--- src/design/wprw_pkg.sv ---
// ----------------------------------------------------------------------------
// Writer-preferring reader-writer lock: shared package
// Operation and fault codes, limits, and the lock state and result records.
// ----------------------------------------------------------------------------
package wprw_pkg;

	localparam int unsigned FUNC_W   = 3;
	localparam int unsigned TID_W    = 8;
	localparam int unsigned FAULT_W  = 3;
	localparam int unsigned RCNT_W   = 16;
	localparam int unsigned WCNT_W   = 9;

	// Waiting-writer and wake-token counts saturate at this value.
	localparam logic [WCNT_W-1:0] MAX_THREADS = WCNT_W'(256);
	// A read entry may not take the reader count past this value.
	localparam logic [RCNT_W-1:0] MAX_READERS = RCNT_W'(65535);

	typedef enum logic [FUNC_W-1:0] {
		FN_READ_ENTER  = 3'd0,
		FN_WRITE_ENTER = 3'd1,
		FN_WRITE_RETRY = 3'd2,
		FN_TRY_READ    = 3'd3,
		FN_TRY_WRITE   = 3'd4,
		FN_EXIT        = 3'd5,
		FN_TRY_UPGRADE = 3'd6,
		FN_DOWNGRADE   = 3'd7
	} func_t;

	typedef enum logic [FAULT_W-1:0] {
		FLT_NONE          = 3'd0,
		FLT_SELF_LOCK     = 3'd1,
		FLT_NOT_OWNER     = 3'd2,
		FLT_NOT_HOLDER    = 3'd3,
		FLT_READ_OVERFLOW = 3'd4
	} fault_t;

	typedef struct packed {
		logic [RCNT_W-1:0] reader_total;
		logic              owner_valid;
		logic [TID_W-1:0]  owner_thread;
		logic [WCNT_W-1:0] waiting_writers;
		logic              reader_gate;
		logic [WCNT_W-1:0] writer_tokens;
	} lock_state_t;

	typedef struct packed {
		logic              granted;
		fault_t            fault;
		logic              wake_writer;
		logic              read_gate_open;
		logic              read_held;
		logic              write_held;
		logic              lock_held;
		logic [RCNT_W-1:0] reader_count;
		logic [WCNT_W-1:0] writers_waiting_count;
		logic [WCNT_W-1:0] wake_tokens_left;
	} result_t;

endpackage

--- src/design/wprw_step.sv ---
// ----------------------------------------------------------------------------
// Writer-preferring reader-writer lock: decision logic
// Computes the next lock state and the result for one request.
// ----------------------------------------------------------------------------
module wprw_step (
	input  wprw_pkg::func_t                   func,
	input  logic [wprw_pkg::TID_W-1:0]        thread_id,
	input  wprw_pkg::lock_state_t             cur,
	output wprw_pkg::lock_state_t             nxt,
	output wprw_pkg::result_t                 res
);

	localparam logic [wprw_pkg::RCNT_W-1:0] RCNT_ONE = wprw_pkg::RCNT_W'(1);

	always_comb begin
		wprw_pkg::lock_state_t st;
		logic                  granted;
		wprw_pkg::fault_t      fault;
		logic                  woke;
		logic                  is_owner;
		logic                  free_lock;
		logic                  run_wake;
		logic                  wheld;
		logic                  lheld;

		st        = cur;
		granted   = 1'b0;
		fault     = wprw_pkg::FLT_NONE;
		woke      = 1'b0;
		run_wake  = 1'b0;
		is_owner  = cur.owner_valid && (cur.owner_thread == thread_id);
		free_lock = !cur.owner_valid && (cur.reader_total == '0);

		case (func)
			wprw_pkg::FN_READ_ENTER, wprw_pkg::FN_TRY_READ: begin
				if (!cur.owner_valid && (cur.waiting_writers == '0)) begin
					if (cur.reader_total >= wprw_pkg::MAX_READERS) begin
						fault = wprw_pkg::FLT_READ_OVERFLOW;
					end else begin
						st.reader_total = cur.reader_total + 1'b1;
						granted         = 1'b1;
					end
				end else if (func == wprw_pkg::FN_READ_ENTER) begin
					st.reader_gate = 1'b0;
				end
			end
			wprw_pkg::FN_WRITE_ENTER: begin
				if (is_owner) begin
					fault = wprw_pkg::FLT_SELF_LOCK;
				end else if (free_lock) begin
					st.owner_valid  = 1'b1;
					st.owner_thread = thread_id;
					st.reader_gate  = 1'b0;
					granted         = 1'b1;
				end else begin
					if (cur.waiting_writers < wprw_pkg::MAX_THREADS) begin
						st.waiting_writers = cur.waiting_writers + 1'b1;
					end
					st.reader_gate = 1'b0;
				end
			end
			wprw_pkg::FN_WRITE_RETRY: begin
				if (cur.writer_tokens != '0) begin
					st.writer_tokens = cur.writer_tokens - 1'b1;
					if (free_lock) begin
						if (cur.waiting_writers != '0) begin
							st.waiting_writers = cur.waiting_writers - 1'b1;
						end
						st.owner_valid  = 1'b1;
						st.owner_thread = thread_id;
						granted         = 1'b1;
					end
					st.reader_gate = 1'b0;
				end
			end
			wprw_pkg::FN_TRY_WRITE: begin
				if (is_owner) begin
					fault = wprw_pkg::FLT_SELF_LOCK;
				end else if (free_lock) begin
					st.owner_valid  = 1'b1;
					st.owner_thread = thread_id;
					st.reader_gate  = 1'b0;
					granted         = 1'b1;
				end
			end
			wprw_pkg::FN_EXIT: begin
				if (is_owner) begin
					st.owner_valid = 1'b0;
					run_wake       = 1'b1;
				end else if (cur.owner_valid || (cur.reader_total == '0)) begin
					fault = wprw_pkg::FLT_NOT_HOLDER;
				end else begin
					st.reader_total = cur.reader_total - 1'b1;
					run_wake        = 1'b1;
				end
			end
			wprw_pkg::FN_TRY_UPGRADE: begin
				if (is_owner) begin
					fault = wprw_pkg::FLT_SELF_LOCK;
				end else if (!cur.owner_valid && (cur.reader_total == RCNT_ONE)) begin
					st.reader_total = '0;
					st.owner_valid  = 1'b1;
					st.owner_thread = thread_id;
					st.reader_gate  = 1'b0;
					granted         = 1'b1;
				end
			end
			wprw_pkg::FN_DOWNGRADE: begin
				if (!is_owner) begin
					fault = wprw_pkg::FLT_NOT_OWNER;
				end else begin
					st.owner_valid  = 1'b0;
					st.reader_total = RCNT_ONE;
					st.reader_gate  = (cur.waiting_writers == '0);
					granted         = 1'b1;
				end
			end
			default: begin
				st = cur;
			end
		endcase

		// After a release: if writers wait, close the reader gate and, once no
		// readers remain and tokens are below their limit, hand one wake token;
		// else reopen the gate. Only an exit gets here, never leaving an owner.
		if (run_wake) begin
			if (st.owner_valid) begin
				st.reader_gate = 1'b0;
			end else if (st.waiting_writers != '0) begin
				st.reader_gate = 1'b0;
				if ((st.reader_total == '0) && (st.writer_tokens < wprw_pkg::MAX_THREADS)) begin
					st.writer_tokens = st.writer_tokens + 1'b1;
					woke             = 1'b1;
				end
			end else begin
				st.reader_gate = 1'b1;
			end
		end

		wheld = st.owner_valid && (st.owner_thread == thread_id);
		lheld = wheld || (st.reader_total != '0);

		nxt                       = st;
		res.granted               = granted;
		res.fault                 = fault;
		res.wake_writer           = woke;
		res.read_gate_open        = st.reader_gate;
		res.read_held             = lheld && !st.owner_valid;
		res.write_held            = wheld;
		res.lock_held             = lheld;
		res.reader_count          = st.reader_total;
		res.writers_waiting_count = st.waiting_writers;
		res.wake_tokens_left      = st.writer_tokens;
	end

endmodule

--- src/design/writer_preferring_rw_lock.sv ---
// ----------------------------------------------------------------------------
// Writer-preferring reader-writer lock
// Serializes lock requests from many threads and reports one result each.
// ----------------------------------------------------------------------------
// Usage:
//   Requests enter on the input channel (in_valid, in_stall, func, thread_id).
//   Each accepted transfer produces exactly one result transfer on the output
//   channel (out_valid, out_stall and the result fields), in request order.
//   A request is captured in an input register; the lock decision is then made
//   from that register and the lock state, and the result is loaded into the
//   output register while the lock state updates. Throughput is one request
//   per cycle while the receiver does not stall: the whole decision is a
//   handful of compares and counter steps, and the lock state updates as each
//   result is loaded, so a request sees every earlier request's effect.
//   When the receiver stalls, the output register holds its result, the
//   input register may still take one more request, and then in_stall rises.
//   Asynchronous reset (arst_n low) drops both pipeline registers and returns
//   the lock to: no readers, no owner, no waiting writers, no wake tokens and
//   the reader gate open.
// ----------------------------------------------------------------------------
module writer_preferring_rw_lock (
	input  logic                               clk,
	input  logic                               arst_n,
	input  logic                               in_valid,
	output logic                               in_stall,
	input  logic [wprw_pkg::FUNC_W-1:0]        func,
	input  logic [wprw_pkg::TID_W-1:0]         thread_id,
	output logic                               out_valid,
	input  logic                               out_stall,
	output logic                               granted,
	output logic [wprw_pkg::FAULT_W-1:0]       fault,
	output logic                               wake_writer,
	output logic                               read_gate_open,
	output logic                               read_held,
	output logic                               write_held,
	output logic                               lock_held,
	output logic [wprw_pkg::RCNT_W-1:0]        reader_count,
	output logic [wprw_pkg::WCNT_W-1:0]        writers_waiting_count,
	output logic [wprw_pkg::WCNT_W-1:0]        wake_tokens_left
);

	// Input register holding the request under decision.
	logic                               valid_s1;
	wprw_pkg::func_t                    func_s1;
	logic [wprw_pkg::TID_W-1:0]         tid_s1;

	// Output register holding the finished result.
	logic                               valid_s2;
	wprw_pkg::result_t                  res_s2;

	wprw_pkg::lock_state_t              lock_q;
	wprw_pkg::lock_state_t              lock_nxt;
	wprw_pkg::result_t                  res_nxt;

	logic                               out_free;
	logic                               adv_s1;
	logic                               take_in;

	// The output register can take a new result when it is empty or its
	// transfer completes in this cycle.
	assign out_free = !valid_s2 || !out_stall;
	assign adv_s1   = valid_s1 && out_free;
	assign take_in  = in_valid && !in_stall;
	assign in_stall = valid_s1 && !out_free;

	wprw_step u_step (
		.func      (func_s1),
		.thread_id (tid_s1),
		.cur       (lock_q),
		.nxt       (lock_nxt),
		.res       (res_nxt)
	);

	always_ff @(posedge clk or negedge arst_n) begin
		if (!arst_n) begin
			valid_s1 <= 1'b0;
		end else if (take_in) begin
			valid_s1 <= 1'b1;
		end else if (adv_s1) begin
			valid_s1 <= 1'b0;
		end
	end

	always_ff @(posedge clk) begin
		if (take_in) begin
			func_s1 <= wprw_pkg::func_t'(func);
			tid_s1  <= thread_id;
		end
	end

	// Lock state commits exactly when a request moves into the output register.
	always_ff @(posedge clk or negedge arst_n) begin
		if (!arst_n) begin
			lock_q.reader_total    <= '0;
			lock_q.owner_valid     <= 1'b0;
			lock_q.owner_thread    <= '0;
			lock_q.waiting_writers <= '0;
			lock_q.reader_gate     <= 1'b1;
			lock_q.writer_tokens   <= '0;
		end else if (adv_s1) begin
			lock_q <= lock_nxt;
		end
	end

	always_ff @(posedge clk or negedge arst_n) begin
		if (!arst_n) begin
			valid_s2 <= 1'b0;
		end else if (out_free) begin
			valid_s2 <= valid_s1;
		end
	end

	always_ff @(posedge clk) begin
		if (adv_s1) begin
			res_s2 <= res_nxt;
		end
	end

	assign out_valid             = valid_s2;
	assign granted               = res_s2.granted;
	assign fault                 = res_s2.fault;
	assign wake_writer           = res_s2.wake_writer;
	assign read_gate_open        = res_s2.read_gate_open;
	assign read_held             = res_s2.read_held;
	assign write_held            = res_s2.write_held;
	assign lock_held             = res_s2.lock_held;
	assign reader_count          = res_s2.reader_count;
	assign writers_waiting_count = res_s2.writers_waiting_count;
	assign wake_tokens_left      = res_s2.wake_tokens_left;

endmodule
--- config.mk ---
export PLATFORM = sky130hd
export DESIGN_NAME = writer_preferring_rw_lock
export DESIGN_NICKNAME = d
export VERILOG_FILES = /design/src/design/wprw_pkg.sv /design/src/design/wprw_step.sv /design/src/design/writer_preferring_rw_lock.sv
export SDC_FILE = /design/constraint.sdc
export NUM_CORES = 1
export LEC_CHECK = 0
export BUFFER_PORTS_ARGS = -buffer_cell sky130_fd_sc_hd__buf_2
export CORE_AREA = 3 3 191 147
export CTS_BUF_LIST = sky130_fd_sc_hd__clkbuf_2 sky130_fd_sc_hd__clkbuf_4 sky130_fd_sc_hd__clkbuf_8
export DETAILED_ROUTE_END_ITERATION = 7
export DIE_AREA = 0 0 194 150
export PLACE_DENSITY = 0.48
export SYNTH_ARGS = -nofsm -noshare
export SYNTH_HDL_FRONTEND = slang
export SYNTH_HIERARCHICAL = 1
export SYNTH_SLANG_ARGS = --single-unit
--- constraint.sdc ---
create_clock -name clk -period 4.5 [get_ports clk]
set_clock_uncertainty 0.05 [all_clocks]
set_input_delay 0.9 -clock clk [delete_from_list [all_inputs] [get_ports clk]]
set_output_delay 0.9 -clock clk [all_outputs]
set_load 0.005 [all_outputs]
==> flow_summary_export.csv <==
group,metric,value,unit
clocking,cts-root-buf,"clkbuf_8",
yosys,synth_edf_count,54,
global_routing,grt_pass1_wl,27.9,mm
clocking,cts_buffers,9,
die,coreArea,26500,um^2
clocking,post-cts-setup-buffers,0,
die,io_pins,60,
detailed_routing,wl_met2,6.70,mm
finish,diodes,0,
yosys,syn_inst,601,
finish,n_fill_cell,2848,
die,dieArea,29100,um^2
timing,setup_viol,0,
detailed_routing,drt_pass1_iterations,5,
die,initial_utilization,24.6,%
detailed_routing,ant_nets,0,
finish,final_cells,980,
worst_setup_path,timing.critical_path.to,"lock_q[1]$_DFFE_PN0P_",
worst_setup_path,start_kind,"flop",
finish,layout_common_cells,"buf_2, edfxtp_1, dfrtp_1",
detailed_routing,viasPerCell,4.86,
die,die_x,194,um
clocking,clock_path_buffers,2,
finish,final_common_cell,"buf_2",
yosys,syn_nets,625,
worst_setup_path,cp_max_fo,12,
finish,drive_gt1_share,28.9,%
placement,dp_cells,964,
detailed_routing,wirelength,17.8,mm
detailed_routing,drt_iter0_markers,383,
timing,hold_viol,0,
detailed_routing,dr_total_vias,4759,
min_path,min-delay-path-class,"in2async",
yosys,synth_cell_types,88,
yosys,syn-mean-instance-area,10.9,um^2
worst_setup_path,arrival,4.46,ns
timing,fmax,238,MHz
worst_setup_path,crit_type,"reg2reg",
timing,finalCritPeriodShare,93.4,%
power_and_ir_drop,power.density,587,nW/um^2
global_routing,grt_overflow,0,
yosys,synth_seq_cells,100,
timing,period_minus_slack,4.20,ns
global_routing,grt_max_degree,88,
timing,holdWs,0.453,ns
run,cap_violations,0,
global_routing,grt_pass1_vias,4520,
yosys,synthFlopType,"edfxtp_1",
die,rows,52,
clocking,path_clk_slew,0.11,ns
yosys,ys.warnings.count,6,
worst_setup_path,setup.worst_path.end_class,"flop",
worst_setup_path,r2r_start,"lock_q[11]$_DFFE_PN0P_",
clocking,clkSinkCount,100,
timing,report.final.slew_viol_count,0,
global_routing,grtUsageTotal,12.4,%
finish,syn2layout_area_growth,9.55,%
placement,placed_area,6960,um^2
worst_setup_path,rr_worst_depth,13,
worst_setup_path,reg2reg_to,"lock_q[1]$_DFFE_PN0P_",
clocking,cts_tree,"done",
yosys,ys_seq_area_share,42.4,%
die,die_y,150,um
worst_setup_path,worstPathRequired,4.75,ns
timing,max_slew.worst_pin.slew,0.835,ns
outcome,status,"completed",
power_and_ir_drop,p_leak,2.78,nW
detailed_routing,drcViolationCount,0,
timing,finalSetupTns,0,ns
placement,hpwlAfterDp,13.1,mm
finish,final_area,7160,um^2
clocking,cts_max_level,3,
detailed_routing,met1_length,9.58,mm
detailed_routing,routed-wl-met3,1.36,mm
global_routing,antenna_found_initial,0,
yosys,synthArstFlopShare,46.0,%
worst_setup_path,cp-startpoint,"lock_q[11]$_DFFE_PN0P_",
power_and_ir_drop,peakVddDrop,0.194,mV
placement,io_buffers,59,
worst_setup_path,rrSetupSlack,0.30,ns
placement,place_congestion,0.890,
timing,rsz0062_at_grt,"no",
clocking,clock_latency,0.41,ns
yosys,syn_area,6540,um^2
finish,fin_nets,648,
detailed_routing,wl_per_cell,18.2,um
timing,slew_headroom,44.0,%
detailed_routing,top_layer,"met4",
-- synthesized netlist by cell type, types with 3 or more instances --
master	instances	area [um^2]
nand3_1	23	115
nor4_2	5	62.6
xor2_1	10	87.6
nand3b_1	3	22.5
nor4_1	11	68.8
nand4_1	13	81.3
inv_1	17	63.8
nand2b_1	3	18.8
buf_4	36	270
o21ai_0	23	115
o32a_1	3	30.0
o31ai_1	3	22.5
nor3_1	21	105
buf_2	8	40.0
or4_1	9	67.6
clkbuf_1	16	60.1
o211ai_1	7	52.6
a21o_1	3	22.5
ha_1	9	113
a211oi_1	5	37.5
o31a_1	4	35.0
o32ai_1	3	26.3
o41ai_1	3	26.3
mux2_2	13	146
a31oi_1	8	50.1
edfxtp_1	54	1620
and2_1	4	25.0
a21oi_1	10	50.1
and3_1	6	37.5
or3_1	8	50.1
nand2_1	37	139
buf_6	4	45.0
nand4b_1	5	43.8
buf_12	4	80.1
o22ai_1	3	18.8
xnor2_1	21	184
mux2_4	40	601
nor2_1	30	113
o21a_1	4	30.0
dfrtp_1	45	1130
and4_1	4	35.0
-- worst max-delay path: stages, from the launching register on --
cell      delay [ns]
dfrtp_1         0.48
inv_1           0.12
ha_1            0.21
nor4b_2         0.28
nand3_1         0.11
buf_4           0.20
a211oi_1        0.35
o32ai_1         0.17
a211o_1         0.36
nand4b_1        0.28
nor4b_1         0.50
o2111a_2        0.42
mux2_4          0.32
mux2_4          0.25
-- registers in the layout, indices dropped and copies added (netlist names) --
register / count
fault: 3
read_held: 1
read_gate_open: 1
write_held: 1
granted: 1
tid_s1: 8
func_s1: 3
lock_held: 1
reader_count: 16
lock_q: 44
out_valid: 1
wake_tokens_left: 9
wake_writer: 1
writers_waiting_count: 9
valid_s1: 1
-- kinds of logic (layout without fill, tap and decap cells) --
kind of cell    count (synthesis)  count (layout)  share of synthesized area, %
flops                         100             100                          42.4
fa+ha+maj                       9               9                          1.72
compound gates                112             112                          12.6
xor+xnor                       31              31                          4.15
mux                            55              55                          11.7
buf+inv                        87             115                          8.67
simple gates                  207             207                          18.7
-- area by class of cell --
type	count	area (um^2)	share of cell area, %
clock buffer	9	124	1.73
clock inverter	7	75.1	1.05
inverter	17	63.8	0.891
multi-input combinational	414	3210	44.8
sequential	100	2770	38.7
tap	351	439	6.13
timing repair buffer	82	480	6.71
-- stage by stage --
step                total power, mW  worst slack, ns  util (%)
floorplan                      3.12            0.919         -
global placement               3.59            0.306      26.2
detailed placement             3.58            0.362      26.2
CTS                            4.23            0.326      27.0
global route                   4.50           0.0613      27.0
finish                         4.20            0.295      27.0
-- layer usage --
| metal | GRT usage, % | up-vias |
|---|---|---|
| met4 | 2.80 | 0 |
| met1 | 19.8 | 2281 |
| met3 | 3.74 | 18 |
| li1 | - | 2292 |
| met2 | 15.8 | 168 |
| met5 | 0 | - |
-- worst min-delay path by stage --
stage	cells after the start	endpoint
5_1_grt	1	out_valid$_DFFE_PN0P_
3_5_place_dp	1	out_valid$_DFFE_PN0P_
4_1_cts	1	lock_q[12]$_DFFE_PN0P_
3_3_place_gp	1	out_valid$_DFFE_PN0P_
2_1_floorplan	1	out_valid$_DFFE_PN0P_
6_report	1	lock_q[12]$_DFFE_PN0P_
-- power by group --
part           total, mW  switching (mW)  internal [mW]
sequential          1.61           0.343           1.27
clock              0.618           0.356          0.261
combinational       1.98            1.09          0.891
-- repair_timing --
action,4_1_cts,5_1_grt
hold endpoints to repair,0,0
endpoints found under the setup margin,0,8
resized for setup,0,1
hold buffers,0,0
Note: power is estimated with default switching activity, not from simulation.
